## config.mk

```make
export PLATFORM = sky130hd
export DESIGN_NAME = cyclic_voltammetry_sweep_flat
export DESIGN_NICKNAME = d
export VERILOG_FILES = /design/src/hw/rtl/cvs_pkg.sv /design/src/hw/rtl/cvs_if.sv /design/src/hw/rtl/cvs_sweep_step.sv /design/src/hw/rtl/cyclic_voltammetry_sweep.sv /design/src/flat_wrapper.sv
export SDC_FILE = /design/constraint.sdc
export NUM_CORES = 2
export LEC_CHECK = 0
export BUFFER_PORTS_ARGS = -buffer_cell sky130_fd_sc_hd__buf_2
export CAP_MARGIN = 20
export CORE_ASPECT_RATIO = 1.2
export CORE_MARGIN = 2
export CORE_UTILIZATION = 51
export CTS_CLUSTER_DIAMETER = 200
export CTS_CLUSTER_SIZE = 8
export DETAILED_ROUTE_END_ITERATION = 8
export MAX_ROUTING_LAYER = met4
export PLACE_DENSITY_LB_ADDON = 0.3
export SLEW_MARGIN = 20
export SYNTH_ARGS = -nofsm -noshare
export SYNTH_HDL_FRONTEND = slang
export SYNTH_SLANG_ARGS = --single-unit
```

## constraint.sdc

```tcl
create_clock -name clk -period 9 [get_ports clk]
set_input_delay 0.9 -clock clk [delete_from_list [all_inputs] [get_ports clk]]
set_output_delay 0.9 -clock clk [all_outputs]
set_load 0.02 [all_outputs]
```

## src/hw/rtl/cvs_pkg.sv

```systemverilog
// Package for the cyclic voltammetry sweep sequencer.
// Holds field widths, register indexes, action codes, the sweep phase type and shared structs.
// It has no dependencies.
`default_nettype none

package cvs_pkg;

  localparam int SP_W       = 23;
  localparam int CUR_W      = 24;
  localparam int STEP_W     = 20;
  localparam int CYC_W      = 16;
  localparam int PER_W      = 16;
  localparam int CNT_W      = 32;
  localparam int CFG_IDX_W  = 3;
  localparam int CFG_DATA_W = 23;

  localparam logic [CFG_IDX_W-1:0] REG_BEGIN  = 3'd0;
  localparam logic [CFG_IDX_W-1:0] REG_V1     = 3'd1;
  localparam logic [CFG_IDX_W-1:0] REG_V2     = 3'd2;
  localparam logic [CFG_IDX_W-1:0] REG_STEP   = 3'd3;
  localparam logic [CFG_IDX_W-1:0] REG_CYCLES = 3'd4;
  localparam logic [CFG_IDX_W-1:0] REG_PERIOD = 3'd5;

  localparam logic ACT_START = 1'b0;
  localparam logic ACT_TICK  = 1'b1;

  localparam logic [STEP_W-1:0] STEP_RESET   = 20'd1000;
  localparam logic [CYC_W-1:0]  CYCLES_RESET = 16'd1;
  localparam logic [PER_W-1:0]  PERIOD_RESET = 16'd10;

  typedef enum logic [1:0] {
    PHASE_V1    = 2'd0,
    PHASE_V2    = 2'd1,
    PHASE_BEGIN = 2'd2
  } phase_t;

  typedef struct packed {
    logic signed [SP_W-1:0] begin_uv;
    logic signed [SP_W-1:0] v1_uv;
    logic signed [SP_W-1:0] v2_uv;
    logic [STEP_W-1:0]      step_uv;
    logic [CYC_W-1:0]       cycle_total;
    logic [PER_W-1:0]       period_ms;
  } cfg_t;

  typedef struct packed {
    logic signed [SP_W-1:0] setpoint;
    phase_t                 phase;
    logic                   going_down;
    logic [CYC_W-1:0]       cycle_count;
    logic [CNT_W-1:0]       sample_count;
    logic                   run_active;
  } sweep_state_t;

  typedef struct packed {
    logic data_valid;
    logic sweep_done;
  } step_flags_t;

  function automatic logic signed [SP_W-1:0] objective(phase_t phase, cfg_t cfg);
    logic signed [SP_W-1:0] obj;
    case (phase)
      PHASE_V1: obj = cfg.v1_uv;
      PHASE_V2: obj = cfg.v2_uv;
      default:  obj = cfg.begin_uv;
    endcase
    return obj;
  endfunction

endpackage

`default_nettype wire

```

## src/hw/rtl/cvs_if.sv

```systemverilog
// Handshake interfaces for the sample channel and the result channel of the sweep sequencer.
// Depends on cvs_pkg for the field widths.
`default_nettype none

interface cvs_item_if;
  logic                           valid;
  logic                           ready;
  logic                           action;
  logic signed [cvs_pkg::SP_W-1:0]  measured_voltage_uv;
  logic signed [cvs_pkg::CUR_W-1:0] measured_current_na;

  modport source (output valid, action, measured_voltage_uv, measured_current_na,
                  input ready);
  modport sink (input valid, action, measured_voltage_uv, measured_current_na,
                output ready);
endinterface

interface cvs_result_if;
  logic                             valid;
  logic                             ready;
  logic                             data_valid;
  logic [cvs_pkg::CNT_W-1:0]        point_index;
  logic [cvs_pkg::CNT_W-1:0]        elapsed_ms;
  logic signed [cvs_pkg::SP_W-1:0]  cell_voltage_uv;
  logic signed [cvs_pkg::CUR_W-1:0] cell_current_na;
  logic signed [cvs_pkg::SP_W-1:0]  setpoint_uv;
  logic                             relay_closed;
  logic                             sweep_done;

  modport source (output valid, data_valid, point_index, elapsed_ms, cell_voltage_uv,
                  cell_current_na, setpoint_uv, relay_closed, sweep_done,
                  input ready);
  modport sink (input valid, data_valid, point_index, elapsed_ms, cell_voltage_uv,
                cell_current_na, setpoint_uv, relay_closed, sweep_done,
                output ready);
endinterface

`default_nettype wire

```

## src/hw/rtl/cvs_sweep_step.sv

```systemverilog
// Next-state logic of the sweep: start, setpoint stepping with clamp, and vertex turns.
// Depends on cvs_pkg for the state, configuration and flag types.
`default_nettype none

module cvs_sweep_step (
  input  wire  cvs_pkg::cfg_t         cfg,
  input  wire  cvs_pkg::sweep_state_t cur,
  input  wire  logic                  action,
  output cvs_pkg::sweep_state_t       nxt,
  output cvs_pkg::step_flags_t        flags
);

  logic signed [cvs_pkg::SP_W-1:0] obj;
  logic signed [cvs_pkg::SP_W+1:0] sp_ext;
  logic signed [cvs_pkg::SP_W+1:0] obj_ext;
  logic signed [cvs_pkg::SP_W+1:0] step_ext;
  logic signed [cvs_pkg::SP_W+1:0] lower;
  logic signed [cvs_pkg::SP_W+1:0] upper;

  assign obj      = cvs_pkg::objective(cur.phase, cfg);
  assign sp_ext   = (cvs_pkg::SP_W+2)'(cur.setpoint);
  assign obj_ext  = (cvs_pkg::SP_W+2)'(obj);
  assign step_ext = $signed({5'b0, cfg.step_uv});
  assign lower    = sp_ext - step_ext;
  assign upper    = sp_ext + step_ext;

  always_comb begin
    nxt   = cur;
    flags = '0;
    if (action == cvs_pkg::ACT_START) begin
      nxt.setpoint     = cfg.begin_uv;
      nxt.phase        = cvs_pkg::PHASE_V1;
      nxt.going_down   = cfg.v1_uv < cfg.begin_uv;
      nxt.cycle_count  = cvs_pkg::CYC_W'(1);
      nxt.sample_count = '0;
      nxt.run_active   = 1'b1;
    end else if (cur.run_active) begin
      flags.data_valid = 1'b1;
      nxt.sample_count = cur.sample_count + cvs_pkg::CNT_W'(1);
      if (cur.setpoint == obj) begin
        case (cur.phase)
          cvs_pkg::PHASE_V1: begin
            nxt.phase = cvs_pkg::PHASE_V2;
          end
          cvs_pkg::PHASE_V2: begin
            nxt.phase = cvs_pkg::PHASE_BEGIN;
          end
          default: begin
            if (cur.cycle_count >= cfg.cycle_total) begin
              nxt.run_active   = 1'b0;
              flags.sweep_done = 1'b1;
            end else begin
              nxt.cycle_count = cur.cycle_count + cvs_pkg::CYC_W'(1);
              nxt.phase       = cvs_pkg::PHASE_V1;
            end
          end
        endcase
        if (nxt.run_active) begin
          nxt.going_down = cvs_pkg::objective(nxt.phase, cfg) < cur.setpoint;
        end
      end else if (cur.going_down) begin
        nxt.setpoint = (lower < obj_ext) ? obj : lower[cvs_pkg::SP_W-1:0];
      end else begin
        nxt.setpoint = (upper > obj_ext) ? obj : upper[cvs_pkg::SP_W-1:0];
      end
    end
  end

endmodule

`default_nettype wire

```

## src/hw/rtl/cyclic_voltammetry_sweep.sv

```systemverilog
// Latency: a result is valid in the cycle after its transaction is accepted on the item channel.
// One item per cycle while result.ready holds; the result register refills in the cycle it is taken.
// The elapsed time is one 32 by 16 multiply of the new point number, stored in the result register.
// Reset is synchronous and active high: all registers but the result data reset; the sweep is idle.
// Depends on cvs_pkg, the interfaces in cvs_if and cvs_sweep_step.
`default_nettype none

module cyclic_voltammetry_sweep (
  input  wire logic                           clk,
  input  wire logic                           rst,
  cvs_item_if.sink                            item,
  cvs_result_if.source                        result,
  input  wire logic                           cfg_we,
  input  wire logic [cvs_pkg::CFG_IDX_W-1:0]  cfg_index,
  input  wire logic [cvs_pkg::CFG_DATA_W-1:0] cfg_data
);

  cvs_pkg::cfg_t         cfg;
  cvs_pkg::sweep_state_t state;
  cvs_pkg::sweep_state_t state_next;
  cvs_pkg::step_flags_t  flags;

  logic accept;
  logic out_valid;
  logic [cvs_pkg::CNT_W+cvs_pkg::PER_W-1:0] product;

  logic                             data_valid;
  logic [cvs_pkg::CNT_W-1:0]        point_index;
  logic [cvs_pkg::CNT_W-1:0]        elapsed_ms;
  logic signed [cvs_pkg::SP_W-1:0]  cell_voltage_uv;
  logic signed [cvs_pkg::CUR_W-1:0] cell_current_na;
  logic signed [cvs_pkg::SP_W-1:0]  setpoint_uv;
  logic                             relay_closed;
  logic                             sweep_done;

  always_ff @(posedge clk) begin
    if (rst) begin
      cfg.begin_uv    <= '0;
      cfg.v1_uv       <= '0;
      cfg.v2_uv       <= '0;
      cfg.step_uv     <= cvs_pkg::STEP_RESET;
      cfg.cycle_total <= cvs_pkg::CYCLES_RESET;
      cfg.period_ms   <= cvs_pkg::PERIOD_RESET;
    end else if (cfg_we) begin
      case (cfg_index)
        cvs_pkg::REG_BEGIN:  cfg.begin_uv    <= cfg_data;
        cvs_pkg::REG_V1:     cfg.v1_uv       <= cfg_data;
        cvs_pkg::REG_V2:     cfg.v2_uv       <= cfg_data;
        cvs_pkg::REG_STEP:   cfg.step_uv     <= cfg_data[cvs_pkg::STEP_W-1:0];
        cvs_pkg::REG_CYCLES: cfg.cycle_total <= cfg_data[cvs_pkg::CYC_W-1:0];
        cvs_pkg::REG_PERIOD: cfg.period_ms   <= cfg_data[cvs_pkg::PER_W-1:0];
        default: ;
      endcase
    end
  end

  assign accept     = item.valid && item.ready;
  assign item.ready = !out_valid || result.ready;

  cvs_sweep_step u_step (
    .cfg    (cfg),
    .cur    (state),
    .action (item.action),
    .nxt    (state_next),
    .flags  (flags)
  );

  assign product = state_next.sample_count * cfg.period_ms;

  always_ff @(posedge clk) begin
    if (rst) begin
      state.setpoint     <= '0;
      state.phase        <= cvs_pkg::PHASE_V1;
      state.going_down   <= 1'b0;
      state.cycle_count  <= cvs_pkg::CYC_W'(1);
      state.sample_count <= '0;
      state.run_active   <= 1'b0;
    end else if (accept) begin
      state <= state_next;
    end
  end

  always_ff @(posedge clk) begin
    if (rst) begin
      out_valid <= 1'b0;
    end else if (accept) begin
      out_valid <= 1'b1;
    end else if (result.ready) begin
      out_valid <= 1'b0;
    end
  end

  always_ff @(posedge clk) begin
    if (accept) begin
      data_valid      <= flags.data_valid;
      point_index     <= flags.data_valid ? state_next.sample_count : '0;
      elapsed_ms      <= flags.data_valid ? product[cvs_pkg::CNT_W-1:0] : '0;
      cell_voltage_uv <= flags.data_valid ? item.measured_voltage_uv : '0;
      cell_current_na <= flags.data_valid ? item.measured_current_na : '0;
      setpoint_uv     <= state_next.setpoint;
      relay_closed    <= state_next.run_active;
      sweep_done      <= flags.sweep_done;
    end
  end

  assign result.valid           = out_valid;
  assign result.data_valid      = data_valid;
  assign result.point_index     = point_index;
  assign result.elapsed_ms      = elapsed_ms;
  assign result.cell_voltage_uv = cell_voltage_uv;
  assign result.cell_current_na = cell_current_na;
  assign result.setpoint_uv     = setpoint_uv;
  assign result.relay_closed    = relay_closed;
  assign result.sweep_done      = sweep_done;

  a_relay_tracks_run: assert property (@(posedge clk) disable iff (rst)
    accept |=> result.relay_closed == state.run_active && result.setpoint_uv == state.setpoint)
    else $error("result relay or setpoint differs from the sweep state");

  a_done_opens_relay: assert property (@(posedge clk) disable iff (rst)
    result.valid && result.sweep_done |-> !result.relay_closed && result.data_valid)
    else $error("sweep done reported with relay closed or without a data point");

  a_no_point_zero: assert property (@(posedge clk) disable iff (rst)
    result.valid && !result.data_valid |-> result.point_index == '0 && result.elapsed_ms == '0)
    else $error("result without a data point carries a point number or time stamp");

  a_start_clears: assert property (@(posedge clk) disable iff (rst)
    accept && item.action == cvs_pkg::ACT_START |=>
      state.run_active && state.sample_count == '0 && state.phase == cvs_pkg::PHASE_V1)
    else $error("start transaction did not restart the sweep");

  a_idle_tick_ignored: assert property (@(posedge clk) disable iff (rst)
    accept && item.action == cvs_pkg::ACT_TICK && !state.run_active |=>
      $stable(state.setpoint) && $stable(state.sample_count) && !state.run_active)
    else $error("tick while idle changed the sweep state");

endmodule

`default_nettype wire

```

## src/flat_wrapper.sv

```systemverilog
// flat-port wrapper written by rule: the top's interface ports become plain ports
module cyclic_voltammetry_sweep_flat 
  (clk, rst, cfg_we, cfg_index, cfg_data, item_valid, item_action, item_measured_voltage_uv, item_measured_current_na, item_ready, result_valid, result_data_valid, result_point_index, result_elapsed_ms, result_cell_voltage_uv, result_cell_current_na, result_setpoint_uv, result_relay_closed, result_sweep_done, result_ready);
  cvs_item_if item_i ();
  cvs_result_if result_i ();
  input  wire logic clk;
  input  wire logic rst;
  input  wire logic cfg_we;
  input  wire logic [cvs_pkg::CFG_IDX_W-1:0] cfg_index;
  input  wire logic [cvs_pkg::CFG_DATA_W-1:0] cfg_data;
  input wire logic [$bits(item_i.valid)-1:0] item_valid;
  input wire logic [$bits(item_i.action)-1:0] item_action;
  input wire logic [$bits(item_i.measured_voltage_uv)-1:0] item_measured_voltage_uv;
  input wire logic [$bits(item_i.measured_current_na)-1:0] item_measured_current_na;
  output wire logic [$bits(item_i.ready)-1:0] item_ready;
  output wire logic [$bits(result_i.valid)-1:0] result_valid;
  output wire logic [$bits(result_i.data_valid)-1:0] result_data_valid;
  output wire logic [$bits(result_i.point_index)-1:0] result_point_index;
  output wire logic [$bits(result_i.elapsed_ms)-1:0] result_elapsed_ms;
  output wire logic [$bits(result_i.cell_voltage_uv)-1:0] result_cell_voltage_uv;
  output wire logic [$bits(result_i.cell_current_na)-1:0] result_cell_current_na;
  output wire logic [$bits(result_i.setpoint_uv)-1:0] result_setpoint_uv;
  output wire logic [$bits(result_i.relay_closed)-1:0] result_relay_closed;
  output wire logic [$bits(result_i.sweep_done)-1:0] result_sweep_done;
  input wire logic [$bits(result_i.ready)-1:0] result_ready;
  assign item_i.valid = item_valid;
  assign item_i.action = item_action;
  assign item_i.measured_voltage_uv = item_measured_voltage_uv;
  assign item_i.measured_current_na = item_measured_current_na;
  assign item_ready = item_i.ready;
  assign result_valid = result_i.valid;
  assign result_data_valid = result_i.data_valid;
  assign result_point_index = result_i.point_index;
  assign result_elapsed_ms = result_i.elapsed_ms;
  assign result_cell_voltage_uv = result_i.cell_voltage_uv;
  assign result_cell_current_na = result_i.cell_current_na;
  assign result_setpoint_uv = result_i.setpoint_uv;
  assign result_relay_closed = result_i.relay_closed;
  assign result_sweep_done = result_i.sweep_done;
  assign result_i.ready = result_ready;
  cyclic_voltammetry_sweep u_core (.clk(clk), .rst(rst), .item(item_i), .result(result_i), .cfg_we(cfg_we), .cfg_index(cfg_index), .cfg_data(cfg_data));
endmodule
```

* After elaboration in Yosys (flattened, before gate mapping)
Cells that the tools add are included.
Word-level totals: register bits 334, bits in latches 0, RAM bits 0, ROM bits 0, input port bits 79, output and inout bits 139, logic and storage cells 99, memories 0
Cells by class: $add $sub $neg 4, $mul 1, div/mod/pow operators 0, order comparisons 5, eq/ne operators 13, shifts and indexed selects 0, muxes and demuxes 34, bitwise operators 3, reduce and logical (&&, ||, !) cells 18
Operators by type and width (count):
- $mux 23 | 8
- $mux 75 | 2
- $pmux 23 s2 | 2
- $lt 23x23->1 | 2
- $add 32x1->32 const B | 1
- $mul 32x16->32 | 1
- $mux 16 | 2
- $add 23x21->24 | 1
- $gt 24x23->1 | 1
- $lt 24x23->1 | 1
- $sub 23x21->24 | 1
- $eq 23x23->1 | 1
- $mux 19 | 1
- $add 16x1->16 const B | 1
- $ge 16x16->1 | 1
- $mux 1 | 12
- $mux 2 | 6
- $reduce_and 2->1 | 6
- $eq 3x2->1 const B | 2
- $eq 3x3->1 const B | 2
- $ne 2x1->1 const B | 3
- $reduce_and 5->1 | 1
- $reduce_or 5->1 | 1
- $eq 2x1->1 const B | 2
- 13 further kinds | 17

* Longest topological paths before layout
word-level depth 18, mapped depth 32, mapped depth without buffers 29

* Hierarchy
Synthesis repeated with hierarchy kept, for this count alone.
Unflattened totals: cells, all modules 3729, area, all modules 31482.7 um^2
By module, submodules not included:
- cyclic_voltammetry_sweep | times used 1, cells an instance 2475, area each 23119.7 um^2, seq. area each 8057.7 um^2
- cvs_sweep_step | times used 1, cells an instance 1254, area each 8363.0 um^2, seq. area each 0.0 um^2

* Worst setup path before layout
Ideal clock, no wire load.
kind input port to flip-flop, start point input item_action, end point register u_core.elapsed_ms, in the netlist u_core.result.elapsed_ms[30], data pin, library setup time 0.259 ns, data arrival time 7.638 ns, data required time 8.741 ns, path slack 1.104 ns, cell stages on the path 26, buffers on the path 4, cell sequence clkbuf_1 > clkbuf_1 > clkbuf_1 > and2_1 > clkbuf_1 > nand2_1 > fa_1 > fa_1 > fa_1 > inv_1 > fa_1 > fa_1 > inv_1 > fa_1 > inv_1 > ha_1 > a211oi_1 > nand2_1 > a311o_1 > a21oi_1 > o21a_1 > o21ai_0 > o221a_2 > o41ai_1 > nor4_1 > a211o_1
Between the ends: longest elaborated chain between the ends 2, elaborated cells between the ends (all ways) 3, classes of those cells mul: 1; mux: 2
RTL lines:
- start, declared | RTL line flat_wrapper.sv:12 | input wire logic [$bits(item_i.action)-1:0] item_action;
- $mux 75 | RTL line cvs_sweep_step.sv:30 | if (action == cvs_pkg::ACT_START) begin
- $mul 32x16->32 | RTL line cyclic_voltammetry_sweep.sv:68 | assign product = state_next.sample_count * cfg.period_ms;
- end signal, assigned | RTL line cyclic_voltammetry_sweep.sv:97 | elapsed_ms <= flags.data_valid ? product[cvs_pkg::CNT_W-1:0] : '0;
- end, declared | RTL line cyclic_voltammetry_sweep.sv:29 | logic [cvs_pkg::CNT_W-1:0] elapsed_ms;
Parallel ways exist; a longest one is shown, timed or not. A chain may end at the register's enable or synchronous reset.

* Final worst setup path
start point register u_core.state[3] (netlist bit), end point register u_core.elapsed_ms, in the netlist u_core.result.elapsed_ms[30], data pin
Between the ends: longest elaborated chain between the ends 4
RTL lines:
- start, declared | RTL line cyclic_voltammetry_sweep.sv:19 | cvs_pkg::sweep_state_t state;
- start signal, assigned | RTL line cyclic_voltammetry_sweep.sv:79 | state <= state_next;
- $add 32x1->32 | RTL line cvs_sweep_step.sv:39 | nxt.sample_count = cur.sample_count + cvs_pkg::CNT_W'(1);
- $mux 75 * | RTL line cvs_sweep_step.sv:37 | end else if (cur.run_active) begin
- $mux 75 * | RTL line cvs_sweep_step.sv:30
- $mul 32x16->32 * | RTL line cyclic_voltammetry_sweep.sv:68
Every way passes the cells marked *; elsewhere a longest branch is shown, timed or not. The select of a mux whose other input is x is not followed.

==> reports/results.tsv <==
metric	value	unit
outcome	completed	
dpl hpwl	76.28	mm
setup bufs post-CTS	0	
clk_skew	0.03912	ns
layout cells sized above 1	0.09952	
Max Clock Freq	120.9	MHz
Int Pwr	2946	uW
Seq. cell area	8064	um2
synth warn	0	
max_cap viols	0	
Final Critical Period	8.270	ns
Reg2Reg Setup Slack	0.73	ns
total grt overflow	0	
busiest grt layer	met2	
Synth Cell Area	32220	um2
Root Driver	clkbuf_16	
P_leak	0.01564	uW
initial antenna violation count	5	
switch share	0.3201	
sequential power share	0.390	
area grow syn2layout	9.755	%
power consumption	4333	uW
vias after detailed routing	27789	
Worst Tran Pin Value	1.157	ns
Iter 0 DRT Violations	2373	
drt drc	0	
crit path max fanout	8	
GP Congestion	0.9793	
post-synthesis cell count	3785	
share of the synthesized area in the top cell type	0.1901	
Mapped Avg Cell Area	8.513	um2
Layout Nets	4493	
placed cells	4661	
antenna viol nets, final	0	
crit start category	register	
cell mode on critical path	fa_1	
HP Class	reg -> reg	
Slew Viols, Final	0	
Crit Path Category	reg -> reg	
Die Width	233.5	um
CTS tree	done	
largest net degree at the start of global routing	121	
fin crit share	0.9189	
post-route cell area	35360	um2
met1 usage	0.3800	
Post-CTS Hold Fix Bufs	0	
worst-skew pair later-pin latency	0.62	ns
Worst EP required	9.37	ns
Die Y	279.3	um
die area	65210	um2
DR pass1 iterations	6	
Clk pin slew, worst setup/hold paths	0.06	ns
slowest stage cell, crit path	fa_1	
CP Capture Type	register	
vias in the first global route	27492	
count of different cell masters after synthesis	84	
drt total wl	101.2	mm
Post-synth top flop	dfxtp_1	
Total GRT Usage	0.3214	
CTS H-tree depth	2	
power density over the cells	122.5	nW/um2
clock group share of total power	0.393	
Vias per Instance	5.863	
Logic pwr share	0.217	
NetSw	1387	uW
Synth area leader	fa_1	
Post-synth EDFFs	137	
Yosys reg bits	334	
PostCTS Resize Cnt	0	
CP Buf/Inv Count	4	
I/O pin total	218	
setup repair after global routing missed its margin	no	
global-route wire length before repair	156.5	mm
slew margin rel.	0.2290	
Num Clock Sinks	334	
CTS buffer count	47	
CP max stage delay	0.53	ns
area of the multi-input gates	21500	um2
Crit path arrival time	8.64	ns
top post-synthesis cells by area	fa_1, edfxtp_1, dfxtp_1, ha_1, nand2_1	
Syn Nets	4384	
fin cells	4740	
critical path's top delay family	adder cells	
VDD IR max	176.0	uV
Initial Util	0.5171	
most common cell after layout, fill and taps aside	nand2_1	
Post-DP Area	33990	um2
setup TNS	0	ns
Core Region	62310	um2
sequential area share after synthesis	0.2501	
Port Buf Inserts	217	
Clock Path Buffers	3	
grt met3 use	0.04418	
ys async rst share	0	
row cnt	100	
drt wl/cell	21.35	um
final hold vios	0	
Global Route met2 Usage	0.5335	
Fill cells	5691	
commonest cells after routing, fill and taps aside	nand2_1, inv_1, fa_1	
Layout Utilization	0.5676	
Final setup viols	0	
[worst register-to-register path: cells and delay by family, from the launching register on]
kind            cells  cell delay [ns]
compound gates      8             2.18
xor+xnor            1             0.17
fa+ha+maj           7             3.17
buf+inv             4             0.25
flops               1             0.42
simple gates        8             1.87
[sequential cells by signal (all words and copies together) (netlist names)]
signal,count
u_core.result.point_index,32
u_core.result.data_valid,1
u_core.result.cell_current_na,24
u_core.result.elapsed_ms,32
u_core.result.sweep_done,1
u_core.state,75
u_core.result.valid,1
u_core.result.setpoint_uv,23
u_core.result.cell_voltage_uv,23
u_core.cfg,121
u_core.result.relay_closed,1
[synthesized netlist by cell type, drive strengths merged, types with 58 or more instances]
library cell    n
nor2          196
nor2b          58
fa            306
and2           79
ha            214
and3          178
xnor2          73
clkbuf        197
inv           466
a21oi         282
o21ai          94
nand2         631
dfxtp         197
edfxtp        137
mux2i          78
[layer usage]
| metal | vias up | part of all wire |
|---|---|---|
| met3 | 327 | 0.067 |
| met2 | 1167 | 0.49 |
| li1 | 12803 | - |
| met5 | - | 0 |
| met4 | 0 | 0.061 |
| met1 | 13492 | 0.38 |
[path summary, 6_finish.rpt]
check	cells past startpoint	to	from
worst max-delay path	28	u_core.result.elapsed_ms[30]	u_core.state[3]
worst min-delay path	2	u_core.cfg[0]	u_core.cfg[0]
worst min register to register	2	u_core.cfg[0]	u_core.cfg[0]
worst max register to register	28	u_core.result.elapsed_ms[30]	u_core.state[3]
[power groups by stage]
stage	Combinational (uW)	Sequential, uW	Clock (uW)
global placement	907	1720	0
finish	941	1690	1700
CTS	923	1690	1730
detailed placement	917	1720	0
floorplan	594	1750	0
global route	1020	1690	1780
[logic make-up (layout without fill, tap and decap cells)]
group	Yosys count	count (layout)	synth area share
adders and majority gates	520	520	0.2732
muxes	86	86	0.02765
AOI/OAI and AO/OA	671	671	0.1316
xor gates and xnor gates	123	123	0.03514
buffers and inverters	697	831	0.08349
and+or+nand+nor	1354	1354	0.1988
DFF	334	334	0.2501
other	0	5	0
[layout make-up]
cell class                      instances  area share
Timing Repair Buffer                  290     0.04681
Clock inverter                          2    0.001415
Clock buffer                           72     0.03680
Tap cell                              816     0.02887
Multi-Input combinational cell       2754      0.6079
Sequential cell                       334      0.2280
Antenna cell                            5   0.0003538
Inverter                              467     0.04978
[stage by stage]
| step | hold slack (ns) | worst slack (ns) |
|---|---|---|
| finish | 0.4532 | 0.7300 |
| global route | 0.4715 | 0.2520 |
| CTS | 0.4549 | 0.7302 |
| detailed placement | 0.4482 | 0.6830 |
| global placement | 0.4436 | 0.7864 |
| floorplan | 0.4363 | 1.104 |
(Power assumes the default switching activity.)
